`config.mk`:
```
export PLATFORM = sky130hd
export DESIGN_NAME = utf8_decode_classify
export DESIGN_NICKNAME = d
export VERILOG_FILES = /design/src/sv/u8dc_pkg.sv /design/src/sv/u8dc_decode.sv /design/src/sv/u8dc_classify.sv /design/src/sv/utf8_decode_classify.sv
export VERILOG_INCLUDE_DIRS = /design/src /design/src/sv
export SDC_FILE = /design/constraint.sdc
export NUM_CORES = 1
export LEC_CHECK = 0
export BUFFER_PORTS_ARGS = -buffer_cell sky130_fd_sc_hd__buf_2
export CAP_MARGIN = 20
export CORE_AREA = 2 2 155 157
export CTS_CLUSTER_DIAMETER = 80
export DETAILED_ROUTE_END_ITERATION = 12
export DIE_AREA = 0 0 157 159
export PLACE_DENSITY_LB_ADDON = 0.05
export SLEW_MARGIN = 5
export SYNTH_ARGS = -nofsm -noshare
export SYNTH_HDL_FRONTEND = slang
export SYNTH_SLANG_ARGS = --single-unit
```
`constraint.sdc`:
```
create_clock -name aclk -period 4.2 [get_ports aclk]
set_clock_uncertainty 0.15 [all_clocks]
set_input_delay 0.84 -clock aclk [delete_from_list [all_inputs] [get_ports aclk]]
set_output_delay 0.84 -clock aclk [all_outputs]
set_load 0.1 [all_outputs]
```
`src/sv/utf8_decode_classify_assert.svh`:
```
// Assertion macros shared by the decoder RTL; they compile to nothing for synthesis.
`ifndef UTF8_DECODE_CLASSIFY_ASSERT_SVH
`define UTF8_DECODE_CLASSIFY_ASSERT_SVH

`ifndef SYNTHESIS
// Checked on every rising aclk edge outside of reset.
`define U8DC_ASSERT(label, prop) \
    label: assert property (@(posedge aclk) disable iff (!aresetn) (prop)) \
        else $error("u8dc assertion failed");
// Checked on every rising aclk edge, reset included.
`define U8DC_ASSERT_ALWAYS(label, prop) \
    label: assert property (@(posedge aclk) (prop)) \
        else $error("u8dc assertion failed");
`else
`define U8DC_ASSERT(label, prop)
`define U8DC_ASSERT_ALWAYS(label, prop)
`endif

`endif

```
`src/sv/u8dc_pkg.sv`:
```
// Package for the UTF-8 decoder: widths, code point bounds and shared types.
`default_nettype none

package u8dc_pkg;

    localparam int OFFSET_WIDTH_DEFAULT = 16;
    localparam int CODE_WIDTH           = 21;
    localparam int FLAG_COUNT           = 5;

    // lead byte boundaries and payload masks
    localparam logic [7:0] LEAD_ASCII_MAX = 8'h7F;
    localparam logic [7:0] LEAD_TWO_MAX   = 8'hDF;
    localparam logic [7:0] LEAD_THREE_MAX = 8'hEF;
    localparam logic [7:0] MASK_TWO       = 8'h1F;
    localparam logic [7:0] MASK_THREE     = 8'h0F;
    localparam logic [7:0] MASK_FOUR      = 8'h07;
    localparam logic [7:0] MASK_CONT      = 8'h3F;

    // pending continuation counts
    localparam logic [1:0] PEND_NONE  = 2'd0;
    localparam logic [1:0] PEND_ONE   = 2'd1;
    localparam logic [1:0] PEND_TWO   = 2'd2;
    localparam logic [1:0] PEND_THREE = 2'd3;

    // code points
    localparam logic [CODE_WIDTH-1:0] CP_TAB    = 21'h00009;
    localparam logic [CODE_WIDTH-1:0] CP_LF     = 21'h0000A;
    localparam logic [CODE_WIDTH-1:0] CP_SPACE  = 21'h00020;
    localparam logic [CODE_WIDTH-1:0] CP_UPPER_LO = 21'h00041;
    localparam logic [CODE_WIDTH-1:0] CP_UPPER_HI = 21'h0005A;
    localparam logic [CODE_WIDTH-1:0] CP_LOWER_LO = 21'h00061;
    localparam logic [CODE_WIDTH-1:0] CP_LOWER_HI = 21'h0007A;
    localparam logic [CODE_WIDTH-1:0] CJK_EXT_A_LO = 21'h03400;
    localparam logic [CODE_WIDTH-1:0] CJK_EXT_A_HI = 21'h04DBF;
    localparam logic [CODE_WIDTH-1:0] CJK_BASE_LO  = 21'h04E00;
    localparam logic [CODE_WIDTH-1:0] CJK_BASE_HI  = 21'h09FFF;
    localparam logic [CODE_WIDTH-1:0] CJK_COMPAT_LO = 21'h0F900;
    localparam logic [CODE_WIDTH-1:0] CJK_COMPAT_HI = 21'h0FAFF;
    localparam logic [CODE_WIDTH-1:0] CJK_SIP_LO    = 21'h20000;
    localparam logic [CODE_WIDTH-1:0] CJK_SIP_HI    = 21'h2FA1F;
    localparam logic [CODE_WIDTH-1:0] RTL_MAIN_LO   = 21'h00590;
    localparam logic [CODE_WIDTH-1:0] RTL_MAIN_HI   = 21'h008FF;
    localparam logic [CODE_WIDTH-1:0] RTL_PRES_A_LO = 21'h0FB1D;
    localparam logic [CODE_WIDTH-1:0] RTL_PRES_A_HI = 21'h0FDFF;
    localparam logic [CODE_WIDTH-1:0] RTL_PRES_B_LO = 21'h0FE70;
    localparam logic [CODE_WIDTH-1:0] RTL_PRES_B_HI = 21'h0FEFF;

    // tag carried with a completed scalar from decode to classify
    typedef struct packed {
        logic truncated;
        logic last;
    } scalar_tag_t;

    // result flags; is_blank sits in the lowest bit
    typedef struct packed {
        logic truncated;
        logic mixed_direction;
        logic is_ideograph;
        logic is_line_feed;
        logic is_blank;
    } class_flags_t;

endpackage

`default_nettype wire

```
`src/sv/u8dc_decode.sv`:
```
// Byte assembly stage: lead/continuation decoding, offsets, completed-scalar register.
`default_nettype none

`include "utf8_decode_classify_assert.svh"

module u8dc_decode #(
    parameter int OFFSET_WIDTH = u8dc_pkg::OFFSET_WIDTH_DEFAULT
) (
    input  wire logic                                aclk,
    input  wire logic                                aresetn,
    input  wire logic                                in_valid,
    output logic                                     in_ready,
    input  wire logic [7:0]                          in_byte,
    input  wire logic                                in_last,
    output logic                                     out_valid,
    input  wire logic                                out_ready,
    output logic [u8dc_pkg::CODE_WIDTH-1:0]          out_value,
    output logic [OFFSET_WIDTH-1:0]                  out_start,
    output logic [OFFSET_WIDTH-1:0]                  out_end,
    output u8dc_pkg::scalar_tag_t                    out_tag
);

    localparam int CW = u8dc_pkg::CODE_WIDTH;
    localparam logic [OFFSET_WIDTH-1:0] OFFSET_MAX = {OFFSET_WIDTH{1'b1}};

    logic [CW-1:0]           acc_reg, acc_next;
    logic [1:0]              pend_reg, pend_next;
    logic [OFFSET_WIDTH-1:0] start_reg, start_next;
    logic [OFFSET_WIDTH-1:0] count_reg, count_next;

    logic                    valid_reg, valid_next;
    logic [CW-1:0]           value_reg;
    logic [OFFSET_WIDTH-1:0] sstart_reg, send_reg;
    u8dc_pkg::scalar_tag_t   tag_reg;

    logic accept;
    logic emit;

    assign accept   = in_valid && in_ready;
    assign in_ready = !valid_reg || out_ready;

    always_comb begin
        acc_next   = acc_reg;
        pend_next  = pend_reg;
        start_next = start_reg;
        if (pend_reg == u8dc_pkg::PEND_NONE) begin
            start_next = count_reg;
            priority if (in_byte <= u8dc_pkg::LEAD_ASCII_MAX) begin
                acc_next  = CW'(in_byte);
                pend_next = u8dc_pkg::PEND_NONE;
            end else if (in_byte <= u8dc_pkg::LEAD_TWO_MAX) begin
                acc_next  = CW'(in_byte & u8dc_pkg::MASK_TWO);
                pend_next = u8dc_pkg::PEND_ONE;
            end else if (in_byte <= u8dc_pkg::LEAD_THREE_MAX) begin
                acc_next  = CW'(in_byte & u8dc_pkg::MASK_THREE);
                pend_next = u8dc_pkg::PEND_TWO;
            end else begin
                acc_next  = CW'(in_byte & u8dc_pkg::MASK_FOUR);
                pend_next = u8dc_pkg::PEND_THREE;
            end
        end else begin
            // no check that this is really a continuation byte
            acc_next  = {acc_reg[CW-7:0], in_byte[5:0] & u8dc_pkg::MASK_CONT[5:0]};
            pend_next = pend_reg - 2'd1;
        end
        count_next = (count_reg == OFFSET_MAX) ? count_reg : count_reg + 1'b1;
    end

    assign emit = (pend_next == u8dc_pkg::PEND_NONE) || in_last;

    // decoder state; end of text returns everything to the reset state
    always_ff @(posedge aclk) begin
        if (!aresetn) begin
            acc_reg   <= '0;
            pend_reg  <= u8dc_pkg::PEND_NONE;
            start_reg <= '0;
            count_reg <= '0;
        end else if (accept) begin
            if (in_last) begin
                acc_reg   <= '0;
                pend_reg  <= u8dc_pkg::PEND_NONE;
                start_reg <= '0;
                count_reg <= '0;
            end else begin
                acc_reg   <= acc_next;
                pend_reg  <= pend_next;
                start_reg <= start_next;
                count_reg <= count_next;
            end
        end
    end

    always_comb begin
        valid_next = valid_reg;
        if (accept) begin
            valid_next = emit;
        end else if (out_ready) begin
            valid_next = 1'b0;
        end
    end

    always_ff @(posedge aclk) begin
        if (!aresetn) begin
            valid_reg <= 1'b0;
        end else begin
            valid_reg <= valid_next;
        end
    end

    always_ff @(posedge aclk) begin
        if (accept) begin
            value_reg         <= acc_next;
            sstart_reg        <= start_next;
            send_reg          <= count_next;
            tag_reg.truncated <= (pend_next != u8dc_pkg::PEND_NONE);
            tag_reg.last      <= in_last;
        end
    end

    assign out_valid = valid_reg;
    assign out_value = value_reg;
    assign out_start = sstart_reg;
    assign out_end   = send_reg;
    assign out_tag   = tag_reg;

    `U8DC_ASSERT(a_last_resets_state, accept && in_last |=> count_reg == '0 && pend_reg == u8dc_pkg::PEND_NONE)
    `U8DC_ASSERT(a_ascii_lead_emits, accept && pend_reg == u8dc_pkg::PEND_NONE && !in_byte[7] |=> valid_reg)
    `U8DC_ASSERT(a_truncated_only_at_end, valid_reg && tag_reg.truncated |-> tag_reg.last)
    `U8DC_ASSERT(a_offsets_ordered, valid_reg |-> send_reg >= sstart_reg)

endmodule

`default_nettype wire

```
`src/sv/u8dc_classify.sv`:
```
// Classification stage: class flags, paragraph direction tracking, result register.
`default_nettype none

`include "utf8_decode_classify_assert.svh"

module u8dc_classify #(
    parameter int OFFSET_WIDTH = u8dc_pkg::OFFSET_WIDTH_DEFAULT
) (
    input  wire logic                                aclk,
    input  wire logic                                aresetn,
    input  wire logic                                in_valid,
    output logic                                     in_ready,
    input  wire logic [u8dc_pkg::CODE_WIDTH-1:0]     in_value,
    input  wire logic [OFFSET_WIDTH-1:0]             in_start,
    input  wire logic [OFFSET_WIDTH-1:0]             in_end,
    input  wire u8dc_pkg::scalar_tag_t               in_tag,
    output logic                                     out_valid,
    input  wire logic                                out_ready,
    output logic [u8dc_pkg::CODE_WIDTH-1:0]          out_value,
    output logic [OFFSET_WIDTH-1:0]                  out_start,
    output logic [OFFSET_WIDTH-1:0]                  out_end,
    output u8dc_pkg::class_flags_t                   out_flags,
    output logic                                     out_last
);

    localparam int CW = u8dc_pkg::CODE_WIDTH;

    logic                    ltr_reg, rtl_reg;
    logic                    valid_reg, valid_next;
    logic [CW-1:0]           value_reg;
    logic [OFFSET_WIDTH-1:0] start_reg, end_reg;
    u8dc_pkg::class_flags_t  flags_reg, flags_next;
    logic                    last_reg;

    logic load;
    logic ideo, rtl_hit, ltr_hit, lf;
    logic ltr_new, rtl_new;

    assign in_ready = !valid_reg || out_ready;
    assign load     = in_valid && in_ready;

    always_comb begin
        ideo = (in_value >= u8dc_pkg::CJK_EXT_A_LO  && in_value <= u8dc_pkg::CJK_EXT_A_HI)
            || (in_value >= u8dc_pkg::CJK_BASE_LO   && in_value <= u8dc_pkg::CJK_BASE_HI)
            || (in_value >= u8dc_pkg::CJK_COMPAT_LO && in_value <= u8dc_pkg::CJK_COMPAT_HI)
            || (in_value >= u8dc_pkg::CJK_SIP_LO    && in_value <= u8dc_pkg::CJK_SIP_HI);
        rtl_hit = (in_value >= u8dc_pkg::RTL_MAIN_LO   && in_value <= u8dc_pkg::RTL_MAIN_HI)
               || (in_value >= u8dc_pkg::RTL_PRES_A_LO && in_value <= u8dc_pkg::RTL_PRES_A_HI)
               || (in_value >= u8dc_pkg::RTL_PRES_B_LO && in_value <= u8dc_pkg::RTL_PRES_B_HI);
        ltr_hit = (in_value >= u8dc_pkg::CP_UPPER_LO && in_value <= u8dc_pkg::CP_UPPER_HI)
               || (in_value >= u8dc_pkg::CP_LOWER_LO && in_value <= u8dc_pkg::CP_LOWER_HI)
               || ideo;
        lf      = (in_value == u8dc_pkg::CP_LF);
        ltr_new = ltr_reg || ltr_hit;
        rtl_new = rtl_reg || rtl_hit;

        flags_next.is_blank        = (in_value == u8dc_pkg::CP_SPACE)
                                  || (in_value == u8dc_pkg::CP_TAB);
        flags_next.is_line_feed    = lf;
        flags_next.is_ideograph    = ideo;
        // first scalar at which both directions have been seen
        flags_next.mixed_direction = !lf && !(ltr_reg && rtl_reg) && ltr_new && rtl_new;
        flags_next.truncated       = in_tag.truncated;
    end

    // paragraph tracking, cleared by newline and by end of text
    always_ff @(posedge aclk) begin
        if (!aresetn) begin
            ltr_reg <= 1'b0;
            rtl_reg <= 1'b0;
        end else if (load) begin
            if (lf || in_tag.last) begin
                ltr_reg <= 1'b0;
                rtl_reg <= 1'b0;
            end else begin
                ltr_reg <= ltr_new;
                rtl_reg <= rtl_new;
            end
        end
    end

    always_comb begin
        valid_next = valid_reg;
        if (load) begin
            valid_next = 1'b1;
        end else if (out_ready) begin
            valid_next = 1'b0;
        end
    end

    always_ff @(posedge aclk) begin
        if (!aresetn) begin
            valid_reg <= 1'b0;
        end else begin
            valid_reg <= valid_next;
        end
    end

    always_ff @(posedge aclk) begin
        if (load) begin
            value_reg <= in_value;
            start_reg <= in_start;
            end_reg   <= in_end;
            flags_reg <= flags_next;
            last_reg  <= in_tag.last;
        end
    end

    assign out_valid = valid_reg;
    assign out_value = value_reg;
    assign out_start = start_reg;
    assign out_end   = end_reg;
    assign out_flags = flags_reg;
    assign out_last  = last_reg;

    `U8DC_ASSERT(a_newline_never_mixed, valid_reg |-> !(flags_reg.mixed_direction && flags_reg.is_line_feed))
    `U8DC_ASSERT(a_newline_clears_dir, load && lf |=> !ltr_reg && !rtl_reg)
    `U8DC_ASSERT(a_ideograph_sets_ltr, load && ideo && !in_tag.last |=> ltr_reg)
    `U8DC_ASSERT(a_mixed_needs_both, load && flags_next.mixed_direction && !in_tag.last |=> ltr_reg && rtl_reg)

endmodule

`default_nettype wire

```
`src/sv/utf8_decode_classify.sv`:
```
// Top level of the UTF-8 decoder with scalar classification and direction tracking.
//
// Input channel (s_axis_*): one UTF-8 byte per beat in s_axis_tdata; s_axis_tlast
// marks the last byte of a text. Bytes are not checked: a lead byte sets the number
// of bytes to follow and every later byte shifts its low six bits in.
// Result channel (m_axis_*): one beat per completed scalar, carrying the code value,
// the offset of its lead byte and the offset just past it (both saturate at
// 2^OFFSET_WIDTH - 1), plus class flags in m_axis_tuser. m_axis_tlast is set on the
// result caused by the last byte; a text that ends mid-sequence yields the partial
// value with the truncated flag, and the byte after it starts again at offset 0.
// Throughput: one byte per cycle while s_axis_tready is high; byte assembly and
// classification are each combinational ahead of their register. The decode register
// loads when the byte that completes a scalar is accepted, and the result register
// loads from it once it is free. Bytes that do not complete a scalar give no beat.
// Stalls: when m_axis_tready is low the result register holds; the decode register
// still takes one more completed scalar, then s_axis_tready drops until the sink
// drains. Intermediate bytes are taken freely while the decode register is empty.
// Reset (aresetn low, synchronous): both stages empty, offsets and direction
// tracking cleared.
`default_nettype none

module utf8_decode_classify #(
    parameter int OFFSET_WIDTH = u8dc_pkg::OFFSET_WIDTH_DEFAULT
) (
    input  wire logic                aclk,
    input  wire logic                aresetn,
    input  wire logic                s_axis_tvalid,
    output logic                     s_axis_tready,
    input  wire logic [7:0]          s_axis_tdata,   // [7:0] data_byte
    input  wire logic                s_axis_tlast,   // end_of_text
    output logic                     m_axis_tvalid,
    input  wire logic                m_axis_tready,
    // code_value, start_offset, end_offset, zero fill
    output logic [((u8dc_pkg::CODE_WIDTH + 2*OFFSET_WIDTH + 7) / 8) * 8 - 1:0] m_axis_tdata,
    // is_blank, is_line_feed, is_ideograph, mixed_direction, truncated
    output logic [u8dc_pkg::FLAG_COUNT-1:0] m_axis_tuser,
    output logic                     m_axis_tlast    // final_scalar
);

    localparam int CW      = u8dc_pkg::CODE_WIDTH;
    localparam int TDATA_W = ((CW + 2*OFFSET_WIDTH + 7) / 8) * 8;

    // decode -> classify
    logic                    dec_valid, dec_ready;
    logic [CW-1:0]           dec_value;
    logic [OFFSET_WIDTH-1:0] dec_start, dec_end;
    u8dc_pkg::scalar_tag_t   dec_tag;

    // classify -> ports
    logic [CW-1:0]           res_value;
    logic [OFFSET_WIDTH-1:0] res_start, res_end;
    u8dc_pkg::class_flags_t  res_flags;

    u8dc_decode #(
        .OFFSET_WIDTH(OFFSET_WIDTH)
    ) u_decode (
        .aclk      (aclk),
        .aresetn   (aresetn),
        .in_valid  (s_axis_tvalid),
        .in_ready  (s_axis_tready),
        .in_byte   (s_axis_tdata),
        .in_last   (s_axis_tlast),
        .out_valid (dec_valid),
        .out_ready (dec_ready),
        .out_value (dec_value),
        .out_start (dec_start),
        .out_end   (dec_end),
        .out_tag   (dec_tag)
    );

    u8dc_classify #(
        .OFFSET_WIDTH(OFFSET_WIDTH)
    ) u_classify (
        .aclk      (aclk),
        .aresetn   (aresetn),
        .in_valid  (dec_valid),
        .in_ready  (dec_ready),
        .in_value  (dec_value),
        .in_start  (dec_start),
        .in_end    (dec_end),
        .in_tag    (dec_tag),
        .out_valid (m_axis_tvalid),
        .out_ready (m_axis_tready),
        .out_value (res_value),
        .out_start (res_start),
        .out_end   (res_end),
        .out_flags (res_flags),
        .out_last  (m_axis_tlast)
    );

    // pack result beat, code value in the low bits, zero fill on top
    assign m_axis_tdata = TDATA_W'({res_end, res_start, res_value});
    assign m_axis_tuser = res_flags;

endmodule

`default_nettype wire
```
==> impl_metrics.ini, run 1 <==
[worst_setup_path]
crit_path_start_kind = register
critPathRequiredTime_ns = 4.36
r2r_slack_ns = 1.41
crit_chain = ha_1, nand3_1, nor3_1, nand2_1, mux2_1, a22oi_1, nor2b_1
slowest_stage = nor3_1
crit_family = simple AND/OR/NAND/NOR gates
cpPeakStageDelay_ns = 0.56
r2r_end = u_decode.count_reg[1]$_SDFFE_PN0P_
crit_buf_inv = 0
cp.depth = 7
critPathArrivalTime_ns = 2.95
worstSetupPathType = reg2reg
crit_fanout = 10
reg2reg_from = u_decode.count_reg[0]$_SDFFE_PN0P_
crit_path_end_kind = register
r2r_cells = 7

[yosys]
synth_edf_count = 114
ys_seq_area_frac = 0.6503
synthTopCellsByArea = edfxtp_1, dfxtp_1, nor2b_1
ys_warn_count = 0
netlist.area_leader.share = 0.4965
syn_avg_cell_area_um2 = 12.61
async_reset_ff_frac = 0
syn_area_um2 = 6895
ys_types = 62
synth_ff_type = edfxtp_1
yosys.area.top_type = edfxtp_1
synth_seq_cells = 167
synth_cells = 547

[floorplanning]
fp.dieW_um = 157
rows = 56
start_util = 0.2973
io_pins = 77
core_area_um2 = 23190
dieArea_um2 = 24960
die_h_um = 159

[timing]
fin_ws_ns = 1.409
setup_viol = 0
grt_setup_unrepaired = no
slew_headroom = 0.3110
min_period_ns = 2.791
tightest_slew_ns = 1.034
slew_viol_final = 0
hold_viol = 0
tns_ns = 0
min_period_over_period = 0.6644
max_freq_mhz = 358.3

[detailed_routing]
ant_nets = 0
vias_per_cell = 4.721
dr.pass1.iters = 4
vias = 4452
drtIter0Drc = 384
drt_wl_total_um = 16040
routedWlPerCell_um = 17.01
route.detailed.drc = 0

[placed_design]
dpl_cell_area_um2 = 7567
hpwl_um = 10030
portBuffers = 73
place_ws_ns = 1.370
place.gp.congestion = 0.7310

[min_path]
worstHoldStart = u_decode.out_end[0]$_DFFE_PP_
hold_path_end = u_classify.out_end[0]$_DFFE_PP_
min_path_type = reg2reg
worstHoldPathCells = 0

[pwr]
peakVddDrop_mv = 0.2130
power_density_nw_per_um2 = 465.6
p_leak_nw = 2.847
power_w = 0.003808

[run]
max_cap_violations = 0

[final_layout]
fin_nets = 625
drive_gt1_frac = 0.2212
n_antenna_cell = 0
fin_util = 0.3527
final_cell_area_um2 = 8179
synthToLayoutAreaGrowth_pct = 18.62
fill_cells = 2297

[clock_tree]
insertion_delay_ns = 0.42
clock_sinks = 167
cts_tree = yes
cts_root_buffer = clkbuf_16
numCtsBuffers = 17
h-tree-depth = 4
clock_path_buffers = 2
clkSlewWorstSetupHoldPaths_ns = 0.07
cts_hold_buffers = 0
cts_setup_buffers = 0
cts_resized = 0

[grt]
grt_use_total = 0.1326
antenna_found_initial = 1
grt_max_degree = 84
grt_pass1_vias = 4202
grt_pass1_wl_um = 25300
grt_overflow = 0

[status]
outcome = finished clean
-- kinds of logic (layout without fill, tap and decap cells) --
kind of cell	Yosys count	count (layout)	synth area share
compound gates	114	114	0.1165
xor+xnor	11	11	0.01397
fa+ha+maj	1	1	0.001814
buf+inv	45	120	0.02649
flops	167	167	0.6503
mux	19	19	0.03085
other cells	1	3	0.0005438
simple gates	189	189	0.1595
-- Yosys cell counts (6+ instances only) --
cell and number:
nor3_1 8, nand3_1 12, mux2_2 17, nor2_1 16
or3_1 8, o21ai_1 6, nor2b_1 54, o21ai_0 14
a21boi_0 8, a2bb2oi_1 16, edfxtp_1 114, a31oi_1 6
nand2_1 38, inv_1 9, xnor2_1 7, a21oi_1 18
a22oi_1 17, nor4_1 7, dfxtp_1 53, nand4_1 8
clkbuf_1 30
-- cell type report --
type	instances	area [um2]	area share
timing repair buffer	79	410.4	0.05018
inverter	9	33.78	0.004130
clock buffer	23	498.0	0.06088
sequential	167	4486	0.5484
clock inverter	9	113.9	0.01392
tap	319	399.1	0.04880
multi-input combinational	337	2238	0.2737
-- report_power, final --
part / switching (W) / internal, W
Clock: 0.000655 / 0.000961
Combinational: 0.000280 / 0.0000596
Sequential: 0.0000384 / 0.00181
-- worst register-to-register path, cell delays in order, from the launching register on --
cell	delay, ns
dfxtp_1	0.48
ha_1	0.29
nand3_1	0.18
nor3_1	0.56
nand2_1	0.38
mux2_1	0.44
a22oi_1	0.15
nor2b_1	0.06
-- worst max-delay path by stage --
stage | start | end | slack [ns]
final | u_decode.count_reg[0]$_SDFFE_PN0P_ | u_decode.count_reg[1]$_SDFFE_PN0P_ | 1.41
after global routing | u_decode.count_reg[0]$_SDFFE_PN0P_ | u_decode.count_reg[1]$_SDFFE_PN0P_ | 1.11
after CTS | u_decode.count_reg[0]$_SDFFE_PN0P_ | u_decode.count_reg[1]$_SDFFE_PN0P_ | 1.40
after detailed placement | m_axis_tready | u_decode.count_reg[7]$_SDFFE_PN0P_ | 1.37
after global placement | m_axis_tready | u_decode.count_reg[7]$_SDFFE_PN0P_ | 1.40
after floorplan | m_axis_tready | u_decode.count_reg[6]$_SDFFE_PN0P_ | 0.14
-- placed cells by master (no fill, tap or decap), types with 7 or more instances in the layout --
master and n:
nor2b_1 54, edfxtp_1 114, nand4_1 8, or3_1 8, dfxtp_1 52, xnor2_1 7
a21boi_0 8, nand2_1 38, nor2_1 15, a21oi_1 18, nor3_1 8, o21ai_0 14
a2bb2oi_1 16, buf_2 73, inv_1 7, a22oi_1 17, mux2_2 17, clkbuf_16 17
nor4_1 7, nand3_1 12
-- through the flow --
stage               hold WS (ns)  instances
floorplan                 0.2503        549
global placement          0.2581        911
detailed placement        0.2545        911
CTS                       0.2688        943
global route              0.2800        943
finish                    0.2652        943
-- per-layer routing --
| layer | global-route usage | share of wire | vias up | wire, um |
|---|---|---|---|---|
| met5 | 0 | 0.00069 | - | 11 |
| met4 | 0.05004 | 0.015 | 2 | 233 |
| met3 | 0.02749 | 0.044 | 16 | 700 |
| met2 | 0.1742 | 0.41 | 101 | 6611 |
| met1 | 0.2097 | 0.53 | 2155 | 8478 |
| li1 | - | - | 2178 | - |
Power figures use the tool's default switching activity.
==> run 2: changes to the inputs <==
- ABC_AREA: default -> 1
- CORE_AREA: 2 2 155 157 -> 2 2 154 156
- DIE_AREA: 0 0 157 159 -> 0 0 156 158
- clock period: 4.2 -> 2.59 ns (I/O delays scaled with it)
==> impl_metrics.ini, run 2 <==
[yosys]
synth_common_cells = nand2_1, edfxtp_1, nor2_1, inv_1, dfxtp_1
synthTopCellsByArea = edfxtp_1, dfxtp_1, nand2_1
ys_warn_count = 0
syn_area_um2 = 6753
ys_seq_area_frac = 0.6641
syn_avg_cell_area_um2 = 10.28
synth_seq_cells = 167
ys_types = 37
yosysMostFrequentCell = nand2_1
netlist.area_leader.share = 0.5069
synth_ff_type = edfxtp_1
yosys.area.top_type = edfxtp_1
async_reset_ff_frac = 0
synth_edf_count = 114
synth_cells = 657

[min_path]
min_path_type = in2reg
worstHoldStart = s_axis_tdata[0]

[floorplanning]
fp.dieW_um = 156
start_util = 0.2929
die_h_um = 158
core_area_um2 = 23050
io_pins = 77
dieArea_um2 = 24650
rows = 56

[clock_tree]
clock_path_buffers = 2
numCtsBuffers = 17
h-tree-depth = 4
clkSlewWorstSetupHoldPaths_ns = 0.07
cts_root_buffer = clkbuf_16
clock_sinks = 167
cts_tree = yes
cts_hold_buffers = 0
insertion_delay_ns = 0.42
cts_resized = 0
cts_setup_buffers = 0

[detailed_routing]
ant_nets = 0
vias_per_cell = 4.541
dr.pass1.iters = 4
routedWlPerCell_um = 15.47
route.detailed.drc = 0
vias = 4718
drt_wl_total_um = 16080
drtIter0Drc = 235

[placed_design]
hpwl_um = 11040
dpl_cell_area_um2 = 7496
dpl.cell_count = 1007
portBuffers = 73
place.gp.congestion = 0.7915

[grt]
grt_overflow = 0
grt_use_total = 0.1342
grt_max_degree = 54
grt_pass1_vias = 4700
antenna_found_initial = 0
grt_pass1_wl_um = 24930

[pwr]
seqPwrFrac = 0.499
peakVddDrop_mv = 0.3627
power_density_nw_per_um2 = 742.6
power_w = 0.005984
switching_share = 0.2684
p_clk_frac = 0.408
p_int_w = 0.004378
p_comb_frac = 0.093
p_leak_nw = 3.125
p_switching_w = 0.001607

[final_layout]
seq_area_um2 = 4488
fin_nets = 750
final_cell_area_um2 = 8059
final_common_cell = nand2_1
layout_common_cells = nand2_1, edfxtp_1, nor2_1, buf_2, inv_1
multiInputGateArea_um2 = 1967
synthToLayoutAreaGrowth_pct = 19.34
n_antenna_cell = 0
fill_cells = 2350
fin_util = 0.3496
layout.cells.non_filler = 1039
drive_gt1_frac = 0.1896

[worst_setup_path]
cpPeakStageDelay_ns = 0.46
crit_fanout = 5
crit_chain = ha_1, nand2_1, inv_1, nand2_2, nor2_8, nand2_1, nor3_1, a21oi_1, nand2_1, a21oi_1
crit_path_start_kind = register
critPathArrivalTime_ns = 2.19
worstSetupPathType = reg2reg
crit_top_cell = nand2_1
reg2reg_from = u_decode.count_reg[0]$_SDFFE_PN0P_
critPathRequiredTime_ns = 2.71
slowest_stage = dfxtp_1
startpoint = u_decode.count_reg[0]$_SDFFE_PN0P_
crit_path_end_kind = register

[timing]
tightest_slew_ns = 0.6397
max_freq_mhz = 483.6
min_period_over_period = 0.7984
hold_viol = 0
slew_viol_final = 0
setup_viol = 0
min_period_ns = 2.068
slew_headroom = 0.5736
grt_setup_unrepaired = no

[run]
max_cap_violations = 0

[status]
outcome = finished clean
==> run 2: cell types whose count changed after synthesis, sizes merged, moves of 16 or more <==
cell     before  now
nand2        38  178
nor2         16   85
nor2b        54    0
inv           9   61
a21oi        18   43
clkbuf       30   12
mux2         18    0
a2bb2oi      16    0
nand3        12   28
==> run 2: critical path, delay by kind of cell, from the launching register on <==
kind	cells	cell delay [ns]
AO/OA/AOI/OAI	2	0.24
adder cells (fa/ha/maj)	1	0.24
buffers and inverters	1	0.09
flip-flops	1	0.46
AND/OR/NAND/NOR	6	0.74
==> run 2: layout make-up <==
class	instances	share of cell area
Timing Repair Buffer	82	0.05527
Clock buffer	19	0.05496
Clock inverter	13	0.01490
Tap cell	290	0.04502
Sequential cell	167	0.5569
Multi-Input combinational cell	407	0.2441
Inverter	61	0.02888
==> run 2: kinds of logic after synthesis <==
kind of cell    synth area share
compound gates           0.06670
xor+xnor                 0.01408
fa+ha+maj               0.001853
buf+inv                  0.04984
flops                     0.6641
other cells            0.0005553
simple gates              0.2029
==> run 2: final timing paths <==
check                                                      endpoint  slack [ns]  depth (start not counted)
worst min-delay path                u_decode.out_value[0]$_DFFE_PP_        0.17                          1
worst max-delay path            u_decode.count_reg[14]$_SDFFE_PN0P_        0.52                         10
worst min register to register      u_classify.out_end[4]$_DFFE_PP_        0.28                          0
worst max register to register  u_decode.count_reg[14]$_SDFFE_PN0P_        0.52                         10
==> run 2: per-stage QoR <==
| stage | TNS [ns] | setup WS, ns | hold slack, ns |
|---|---|---|---|
| floorplan | -0.2627 | -0.004776 | 0.2503 |
| global placement | 0 | 0.5192 | 0.2642 |
| detailed placement | 0 | 0.5346 | 0.2605 |
| CTS | 0 | 0.5057 | 0.1448 |
| global route | 0 | 0.3128 | 0.1469 |
| finish | 0 | 0.5220 | 0.1720 |
==> run 2: power groups by stage <==
stage / clock network [W] / registers [W] / logic (W)
global route: 0.00264 / 0.00300 / 0.000591
detailed placement: 0 / 0.00305 / 0.000566
global placement: 0 / 0.00305 / 0.000567
finish: 0.00244 / 0.00299 / 0.000558
floorplan: 0 / 0.00332 / 0.000168
CTS: 0.00254 / 0.00299 / 0.000566
==> run 2: metal layers <==
| metal | track usage | share of wire |
|---|---|---|
| met1 | 0.1484 | 0.41 |
| met2 | 0.2526 | 0.54 |
| met3 | 0.03367 | 0.037 |
| met4 | 0.04150 | 0.011 |
| met5 | 0 | 0 |
